==> config.mk <==
export PLATFORM = sky130hd
export DESIGN_NAME = key_value_text_lexer_top
export DESIGN_NICKNAME = d
export VERILOG_FILES = /design/src/sv/kvl_pkg.sv /design/src/sv/kvl_front.sv /design/src/sv/kvl_back.sv /design/src/sv/key_value_text_lexer_top.sv
export SDC_FILE = /design/constraint.sdc
export NUM_CORES = 1
export LEC_CHECK = 0
export BUFFER_PORTS_ARGS = -buffer_cell sky130_fd_sc_hd__buf_2
export CAP_MARGIN = 20
export CORE_ASPECT_RATIO = 0.9
export CORE_MARGIN = 2
export CORE_UTILIZATION = 55
export DETAILED_ROUTE_END_ITERATION = 8
export GPL_ROUTABILITY_DRIVEN = 0
export MAX_ROUTING_LAYER = met4
export PLACE_DENSITY = 0.8
export SLEW_MARGIN = 20
export SYNTH_ARGS = -nofsm -noshare
export SYNTH_HDL_FRONTEND = slang
export SYNTH_SLANG_ARGS = --single-unit
==> constraint.sdc <==
create_clock -name clk -period 9.2 [get_ports clk]
set_clock_uncertainty 0.2 [all_clocks]
set_input_delay 0.92 -clock clk [delete_from_list [all_inputs] [get_ports clk]]
set_output_delay 0.92 -clock clk [all_outputs]
set_load 0.02 [all_outputs]
==> src/sv/kvl_pkg.sv <==
// Shared types and constants of the key/value text lexer.
package kvl_pkg;

  // Byte classes produced by the front end
  typedef enum logic [2:0] {
    CL_SPACE,
    CL_HASH,
    CL_EQ,
    CL_LF,
    CL_NUL,
    CL_PRINT,
    CL_OTHER
  } cls_t;

  // Token kinds as seen on token_kind
  localparam logic [2:0] KIND_IDENT = 3'd0;
  localparam logic [2:0] KIND_SEP   = 3'd1;
  localparam logic [2:0] KIND_TERM  = 3'd2;
  localparam logic [2:0] KIND_END   = 3'd3;
  localparam logic [2:0] KIND_ERROR = 3'd4;

  // Characters of interest
  localparam logic [7:0] CH_NUL   = 8'h00;
  localparam logic [7:0] CH_LF    = 8'h0A;
  localparam logic [7:0] CH_SPACE = 8'h20;
  localparam logic [7:0] CH_BANG  = 8'h21;
  localparam logic [7:0] CH_HASH  = 8'h23;
  localparam logic [7:0] CH_EQ    = 8'h3D;
  localparam logic [7:0] CH_TILDE = 8'h7E;

  // Queue depths (powers of two)
  localparam int CQ_DEPTH = 4;
  localparam int TQ_DEPTH = 4;

  // Head of the class queue as offered to the back end
  typedef struct packed {
    logic valid;
    cls_t cls;
  } cls_beat_t;

  // One result token
  typedef struct packed {
    logic [2:0]  kind;
    logic [15:0] start;
    logic [15:0] length;
    logic        last;
  } tok_t;

endpackage

==> src/sv/kvl_front.sv <==
// Front end: classifies incoming text bytes and queues the classes.
module kvl_front (
  input  logic                clk,
  input  logic                rst,
  input  logic                push,
  output logic                full,
  input  logic [7:0]          text_byte,
  output kvl_pkg::cls_beat_t  head,
  input  logic                take
);

  localparam int AW = $clog2(kvl_pkg::CQ_DEPTH);
  localparam int CW = AW + 1;

  kvl_pkg::cls_t   mem [kvl_pkg::CQ_DEPTH];
  logic [AW-1:0]   wptr;
  logic [AW-1:0]   rptr;
  logic [CW-1:0]   count;
  kvl_pkg::cls_t   cls_in;
  logic            wr;
  logic            rd;

  always_comb begin
    if (text_byte == kvl_pkg::CH_SPACE) begin
      cls_in = kvl_pkg::CL_SPACE;
    end else if (text_byte == kvl_pkg::CH_HASH) begin
      cls_in = kvl_pkg::CL_HASH;
    end else if (text_byte == kvl_pkg::CH_EQ) begin
      cls_in = kvl_pkg::CL_EQ;
    end else if (text_byte == kvl_pkg::CH_LF) begin
      cls_in = kvl_pkg::CL_LF;
    end else if (text_byte == kvl_pkg::CH_NUL) begin
      cls_in = kvl_pkg::CL_NUL;
    end else if (text_byte >= kvl_pkg::CH_BANG && text_byte <= kvl_pkg::CH_TILDE) begin
      cls_in = kvl_pkg::CL_PRINT;
    end else begin
      cls_in = kvl_pkg::CL_OTHER;
    end
  end

  assign full       = (count == CW'(kvl_pkg::CQ_DEPTH));
  assign wr         = push && !full;
  assign rd         = take && head.valid;
  assign head.valid = (count != '0);
  assign head.cls   = mem[rptr];

  always_ff @(posedge clk) begin
    if (wr) begin
      mem[wptr] <= cls_in;
    end
  end

  always_ff @(posedge clk) begin
    if (rst) begin
      wptr  <= '0;
      rptr  <= '0;
      count <= '0;
    end else begin
      if (wr) begin
        wptr <= AW'(wptr + 1'b1);
      end
      if (rd) begin
        rptr <= AW'(rptr + 1'b1);
      end
      count <= CW'(count + CW'(wr) - CW'(rd));
    end
  end

endmodule

==> src/sv/kvl_back.sv <==
// Back end: lexer state machine and the token queue it fills.
module kvl_back #(
  parameter int OFFSET_BITS = 16
) (
  input  logic                clk,
  input  logic                rst,
  input  kvl_pkg::cls_beat_t  head,
  output logic                take,
  input  logic                pop,
  output logic                empty,
  output logic [2:0]          token_kind,
  output logic [15:0]         token_start,
  output logic [15:0]         token_length,
  output logic                last_of_run
);

  localparam int AW = $clog2(kvl_pkg::TQ_DEPTH);
  localparam int CW = AW + 1;

  typedef enum logic [1:0] {
    M_BLANK,
    M_COMMENT,
    M_IDENT
  } mode_t;

  mode_t                  mode, mode_next;
  logic [OFFSET_BITS-1:0] byte_offset, byte_offset_next;
  logic [OFFSET_BITS-1:0] ident_start, ident_start_next;
  logic [15:0]            ident_length, ident_length_next;

  kvl_pkg::tok_t   mem [kvl_pkg::TQ_DEPTH];
  logic [AW-1:0]   wptr, rptr;
  logic [CW-1:0]   count;

  kvl_pkg::tok_t   tok_a, tok_b, wr0_tok, wr1_tok;
  logic            emit_a, emit_b, relex, restart;
  logic [1:0]      nwr;
  logic            rd;
  logic [15:0]     pos16, start16;

  function automatic logic [15:0] clip16(input logic [OFFSET_BITS-1:0] v);
    logic [31:0] w;
    w = 32'(v);
    return (w > 32'h0000_FFFF) ? 16'hFFFF : w[15:0];
  endfunction

  assign pos16   = clip16(byte_offset);
  assign start16 = clip16(ident_start);

  // Room for two tokens is required before a class beat is taken
  assign take  = head.valid && (count <= CW'(kvl_pkg::TQ_DEPTH - 2));
  assign empty = (count == '0);
  assign rd    = pop && !empty;

  always_comb begin
    mode_next         = mode;
    ident_start_next  = ident_start;
    ident_length_next = ident_length;
    emit_a            = 1'b0;
    emit_b            = 1'b0;
    relex             = 1'b0;
    restart           = 1'b0;
    tok_a             = '{kind: kvl_pkg::KIND_IDENT, start: start16,
                          length: ident_length, last: 1'b0};
    tok_b             = '{kind: kvl_pkg::KIND_ERROR, start: pos16,
                          length: 16'd0, last: 1'b1};

    unique case (mode)
      M_IDENT: begin
        if (head.cls == kvl_pkg::CL_PRINT) begin
          if (ident_length != 16'hFFFF) begin
            ident_length_next = ident_length + 16'd1;
          end
        end else if (head.cls == kvl_pkg::CL_OTHER) begin
          emit_b  = 1'b1;
          restart = 1'b1;
        end else begin
          // identifier closed, the byte is lexed again from blank
          emit_a            = 1'b1;
          mode_next         = M_BLANK;
          ident_length_next = 16'd0;
          relex             = 1'b1;
        end
      end
      M_COMMENT: begin
        if (head.cls == kvl_pkg::CL_LF) begin
          mode_next = M_BLANK;
        end else if (head.cls == kvl_pkg::CL_NUL) begin
          emit_b       = 1'b1;
          tok_b.kind   = kvl_pkg::KIND_END;
          restart      = 1'b1;
        end
      end
      default: relex = 1'b1;
    endcase

    if (relex) begin
      unique case (head.cls)
        kvl_pkg::CL_SPACE: ;
        kvl_pkg::CL_HASH:  mode_next = M_COMMENT;
        kvl_pkg::CL_EQ: begin
          emit_b       = 1'b1;
          tok_b.kind   = kvl_pkg::KIND_SEP;
          tok_b.length = 16'd1;
        end
        kvl_pkg::CL_LF: begin
          emit_b       = 1'b1;
          tok_b.kind   = kvl_pkg::KIND_TERM;
          tok_b.length = 16'd1;
        end
        kvl_pkg::CL_NUL: begin
          emit_b     = 1'b1;
          tok_b.kind = kvl_pkg::KIND_END;
          restart    = 1'b1;
        end
        kvl_pkg::CL_PRINT: begin
          mode_next         = M_IDENT;
          ident_start_next  = byte_offset;
          ident_length_next = 16'd1;
        end
        default: begin
          emit_b  = 1'b1;
          restart = 1'b1;
        end
      endcase
    end

    if (restart) begin
      mode_next         = M_BLANK;
      byte_offset_next  = '0;
      ident_start_next  = '0;
      ident_length_next = 16'd0;
    end else if (byte_offset == '1) begin
      byte_offset_next  = byte_offset;
    end else begin
      byte_offset_next  = byte_offset + 1'b1;
    end
  end

  // Pack the tokens of this beat into consecutive queue slots
  always_comb begin
    wr1_tok = tok_b;
    if (emit_a) begin
      wr0_tok      = tok_a;
      wr0_tok.last = !emit_b;
    end else begin
      wr0_tok = tok_b;
    end
    if (!take) begin
      nwr = 2'd0;
    end else begin
      nwr = 2'(emit_a) + 2'(emit_b);
    end
  end

  always_ff @(posedge clk) begin
    if (nwr != 2'd0) begin
      mem[wptr] <= wr0_tok;
    end
    if (nwr == 2'd2) begin
      mem[AW'(wptr + 1'b1)] <= wr1_tok;
    end
  end

  always_ff @(posedge clk) begin
    if (rst) begin
      mode         <= M_BLANK;
      byte_offset  <= '0;
      ident_start  <= '0;
      ident_length <= 16'd0;
      wptr         <= '0;
      rptr         <= '0;
      count        <= '0;
    end else begin
      if (take) begin
        mode         <= mode_next;
        byte_offset  <= byte_offset_next;
        ident_start  <= ident_start_next;
        ident_length <= ident_length_next;
      end
      wptr <= AW'(wptr + AW'(nwr));
      if (rd) begin
        rptr <= AW'(rptr + 1'b1);
      end
      count <= CW'(count + CW'(nwr) - CW'(rd));
    end
  end

  assign token_kind   = mem[rptr].kind;
  assign token_start  = mem[rptr].start;
  assign token_length = mem[rptr].length;
  assign last_of_run  = mem[rptr].last;

  a_tq_bound: assert property (@(posedge clk) disable iff (rst)
    count <= CW'(kvl_pkg::TQ_DEPTH))
    else $error("token queue overfilled");

  a_restart_clears: assert property (@(posedge clk) disable iff (rst)
    (take && restart) |=> (byte_offset == '0 && mode == M_BLANK))
    else $error("end or error did not clear lexer state");

  a_ident_len: assert property (@(posedge clk) disable iff (rst)
    (mode == M_IDENT) |-> (ident_length != 16'd0))
    else $error("identifier mode with zero length");

  a_idle_len: assert property (@(posedge clk) disable iff (rst)
    (mode != M_IDENT) |-> (ident_length == 16'd0))
    else $error("stale identifier length outside identifier mode");

  a_pair_room: assert property (@(posedge clk) disable iff (rst)
    (nwr == 2'd2) |-> (count <= CW'(kvl_pkg::TQ_DEPTH - 2)))
    else $error("two tokens written without room");

endmodule

==> src/sv/key_value_text_lexer_top.sv <==
// Top level of the key/value text lexer: front classifier plus back lexer.
//
// Text bytes go in through push/full, one beat per byte, and tokens come out
// through empty/pop in byte order. While full is low the block takes one byte
// per clock: the front end classifies each byte into a four-entry queue, and
// the back end runs the lexer state machine on one queued byte per cycle when
// it is not stalled, writing up to two tokens into a four-entry token queue.
// The tokens of a byte pass through the class queue and then the token queue
// before they reach the result ports. A byte that closes an identifier can
// give two tokens, so the sustained rate is bounded by the single token read
// port: one token per pop cycle. The back end stalls only while fewer than two
// token slots are free. No clearing pass follows reset; the block accepts
// bytes from the first cycle after rst falls. Offsets count from zero after
// reset and after every end-of-input or error token, saturate at
// 2^OFFSET_BITS-1, and are reported clipped to 16 bits.
module key_value_text_lexer_top #(
  parameter int OFFSET_BITS = 16
) (
  input  logic        clk,
  input  logic        rst,
  input  logic        push,
  output logic        full,
  input  logic [7:0]  text_byte,
  output logic        empty,
  input  logic        pop,
  output logic [2:0]  token_kind,
  output logic [15:0] token_start,
  output logic [15:0] token_length,
  output logic        last_of_run
);

  // class beat from the front queue head, and the back end's take strobe
  kvl_pkg::cls_beat_t head;
  logic               take;

  kvl_front u_front (
    .clk       (clk),
    .rst       (rst),
    .push      (push),
    .full      (full),
    .text_byte (text_byte),
    .head      (head),
    .take      (take)
  );

  kvl_back #(
    .OFFSET_BITS (OFFSET_BITS)
  ) u_back (
    .clk          (clk),
    .rst          (rst),
    .head         (head),
    .take         (take),
    .pop          (pop),
    .empty        (empty),
    .token_kind   (token_kind),
    .token_start  (token_start),
    .token_length (token_length),
    .last_of_run  (last_of_run)
  );

endmodule

==> results.sh <==
export IMPL_timing_final_setup_violations=0
export IMPL_timing_worst_slew_pin_value_ns=1.073
export IMPL_drtAntennaViolNets=0
export IMPL_first_global_vias=7137
export IMPL_buffer_ports_inserted=49
export IMPL_outcome="finished, final reports clean"
export IMPL_synthArstFlopShare_pct=0
export IMPL_number_of_antenna_violations_at_the_first_check_in_global_routing=0
export IMPL_grt_pass1_wl_um=37490
export IMPL_cts_sinks=224
export IMPL_path_type_of_the_worst_min_delay_path="flop to flop"
export IMPL_timing_final_hold_violations=0
export IMPL_half_perimeter_wire_length_of_the_detailed_placement_result_um=14770
export IMPL_syn_inst=908
export IMPL_initial_utilization_pct=56.18
export IMPL_layout_area_overhead_vs_synth_pct=9.304
export IMPL_layoutNonFillerInstCount=1161
export IMPL_rsz_0062_raised_after_global_routing="no"
export IMPL_ios=50
export IMPL_route_vias_total=7464
export IMPL_first_pass_iters=5
export IMPL_switching_share_pct=37.25
export IMPL_p_leak_nw=3.939
export IMPL_path_cells="mux4_2, xor2_1, a21o_2, inv_2, ha_1, nor2b_1, a21oi_1, or3_1, inv_1"
export IMPL_hold_worst_slack_ns=0.2731
export IMPL_dpl_cell_area_mm2=0.01058
export IMPL_share_seq_of_total_power_pct=38.7
export IMPL_worst_setup_path_start_kind="flop"
export IMPL_crit_buf_inv=2
export IMPL_layout_nets=928
export IMPL_synthDominantAreaCellType="edfxtp_1"
export IMPL_worst_path_max_delay_cell="inv_1"
export IMPL_synth_area_mm2=0.01034
export IMPL_cts_hold_fix_buffers=0
export IMPL_ys_warnings_count=0
export IMPL_clk_root_buffer_cell="clkbuf_16"
export IMPL_worst_setup_path_type="flop to flop"
export IMPL_max_capacitance_violation_total=0
export IMPL_synth_most_common_cell="dfxtp_1"
export IMPL_design_power_total_mw=3.268
export IMPL_die_area_mm2=0.01992
export IMPL_final_global_route_overflow_total=0
export IMPL_h_tree_depth=1
export IMPL_yosys_area_top_type_share_pct=26.72
export IMPL_clock_tree_buffer_depth=3
export IMPL_setup_tns_final_ns=0
export IMPL_drcViolationCount=0
export IMPL_maximum_vdd_drop_mv=0.1516
export IMPL_net_count_after_synthesis=937
export IMPL_antenna_diode_count=0
export IMPL_totalWireLength_um=23560
export IMPL_postCtsSetupRepairBufs=0
export IMPL_yosysUniqueCellTypes=67
export IMPL_overall_die_width_um=148.5
export IMPL_number_of_clock_buffers_inserted_by_tritoncts=23
export IMPL_synth_seq_area_share_pct=52.27
export IMPL_critical_path_max_stage_delay_ns=0.74
export IMPL_row_count=47
export IMPL_finalMaxSlewViolations=0
export IMPL_clockPowerShare_pct=27.6
export IMPL_p_sw_mw=1.217
export IMPL_die_height_um=134.1
export IMPL_maxClockFrequency_mhz=220.5
export IMPL_post_cts_resize_count=0
export IMPL_post_synth_most_frequent_cells="dfxtp_1, a22o_1, edfxtp_1, nor2_1, clkbuf_1"
export IMPL_drtIter0Drc=623
export IMPL_count_of_flip_flops_with_a_built_in_enable_after_synthesis=92
export IMPL_viasPerCell=6.429
export IMPL_synth_avg_cell_area_um2=11.39
export IMPL_critical_path_endpoint_type="flop"
export IMPL_power_density_cell_area_mw_per_mm2=289.1
export IMPL_post_route_cells_drive_above_1_share_pct=16.16
export IMPL_post_route_cell_area_mm2=0.01130
export IMPL_internal_power_mw=2.051
export IMPL_worst_slew_margin_rel_pct=28.48
export IMPL_synth_seq_cells=224
export IMPL_clk_insertion_delay_late_ns=0.52
export IMPL_most_used_flip_flop_cell_after_synthesis="dfxtp_1"
export IMPL_crit_family="simple AND/OR/NAND/NOR gates"
export IMPL_worst_endpoint_arrival_ns=4.48
export IMPL_detail_route_wl_per_cell_um=20.29
export IMPL_n_fill_cell=1388
export IMPL_finalWorstPathRequiredPeriod_ns=4.536
export IMPL_final_worst_path_period_share_pct=49.30
export IMPL_largest_net_degree_at_the_start_of_global_routing=46
export IMPL_grt_usage_pct=24.23
export IMPL_worst_path_max_fanout=20
export IMPL_pwr_share_comb_pct=33.7
export IMPL_synth_area_top_cells="edfxtp_1, dfxtp_1, a22o_1"
export IMPL_worst_setup_hold_path_clk_slew_ns=0.06
export IMPL_core_area_mm2=0.01841
export IMPL_dpl_cell_count=1119
export IMPL_tritoncts="built"
export IMPL_required_ns=9.15
[cell families after synthesis]
kind of cell / after synthesis / share of synthesized area (%)
AO/OA/AOI/OAI: 251 / 18.38
XOR/XNOR: 26 / 2.202
adder cells (fa/ha/maj): 17 / 2.202
buffers and inverters: 116 / 4.791
flip-flops: 224 / 52.27
multiplexers: 41 / 8.724
AND/OR/NAND/NOR: 233 / 11.43
[stage by stage]
step	utilization [%]	worst slack, ns
2_1_floorplan	-	5.387
3_3_place_gp	57.49	4.868
3_5_place_dp	57.49	4.739
4_1_cts	61.41	4.728
5_1_grt	61.41	4.398
6_report	61.41	4.664
[registers in the layout, summed over array words and instances (netlist names), 3 cells and up, named ones only]
signal               count
u_back.byte_offset      16
u_front.count            3
u_back.ident_length     16
u_back.mem             144
u_front.mem             12
u_back.ident_start      16
u_back.count             3
[cells in the final DEF (no fill, tap or decap), types with 4 or more instances in the layout]
master       n
ha_1        15
a22oi_1     16
mux4_2      38
clkbuf_1     9
buf_2       49
a41oi_1      5
and3_1       9
dfxtp_1    130
or3_1        5
edfxtp_1    92
clkbuf_16   23
nor4_1       7
and4_1       4
inv_1       23
nor2_1      77
nor2b_1      8
and2_1       9
nand2_1     50
nand4_1      7
a31oi_1     12
buf_4        8
a21oi_1     31
nand2b_1     5
o211ai_1     8
a22o_1     118
o21ai_0     30
xor2_1      18
nor3_1      16
nand3_1     14
xnor2_1      8
[power by group through the flow]
stage | combinational [mW] | sequential (mW) | clock [mW]
2_1_floorplan | 0.874 | 1.23 | 0
3_3_place_gp | 1.06 | 1.28 | 0
3_5_place_dp | 1.09 | 1.28 | 0
4_1_cts | 1.09 | 1.26 | 0.908
5_1_grt | 1.20 | 1.28 | 0.951
6_report | 1.10 | 1.26 | 0.901
[worst paths after layout]
| check | from | end | slack [ns] | depth (start not counted) |
|---|---|---|---|---|
| worst min-delay path | u_back.mem[1][8] | u_back.mem[1][8] | 0.27 | 1 |
| worst min register to register | u_back.mem[1][8] | u_back.mem[1][8] | 0.27 | 1 |
| worst max register to register | flop | u_back.mem[1][1] | 4.66 | 9 |
| worst max-delay path | flop | u_back.mem[1][1] | 4.66 | 9 |
[area by class of cell]
type | count | area, um2 | share of cell area (%)
flip-flops and latches | 224 | 5408 | 47.84
clock inverters | 6 | 72.57 | 0.6420
clock buffers | 36 | 649.4 | 5.745
inverters | 25 | 93.84 | 0.8302
multi-input cells | 568 | 4468 | 39.53
repair buffers | 57 | 305.3 | 2.701
well taps | 245 | 306.5 | 2.712
[per-layer routing]
| layer | wire length [um] | vias up | GRT usage, % | share of wire (%) |
|---|---|---|---|---|
| li1 | - | 3424 | - | - |
| met1 | 10250 | 3639 | 33.48 | 44 |
| met2 | 10970 | 364 | 37.04 | 47 |
| met3 | 2012 | 37 | 4.524 | 8.5 |
| met4 | 322 | 0 | 6.931 | 1.4 |
| met5 | 0 | - | - | 0 |
(Power assumes the default switching activity.)
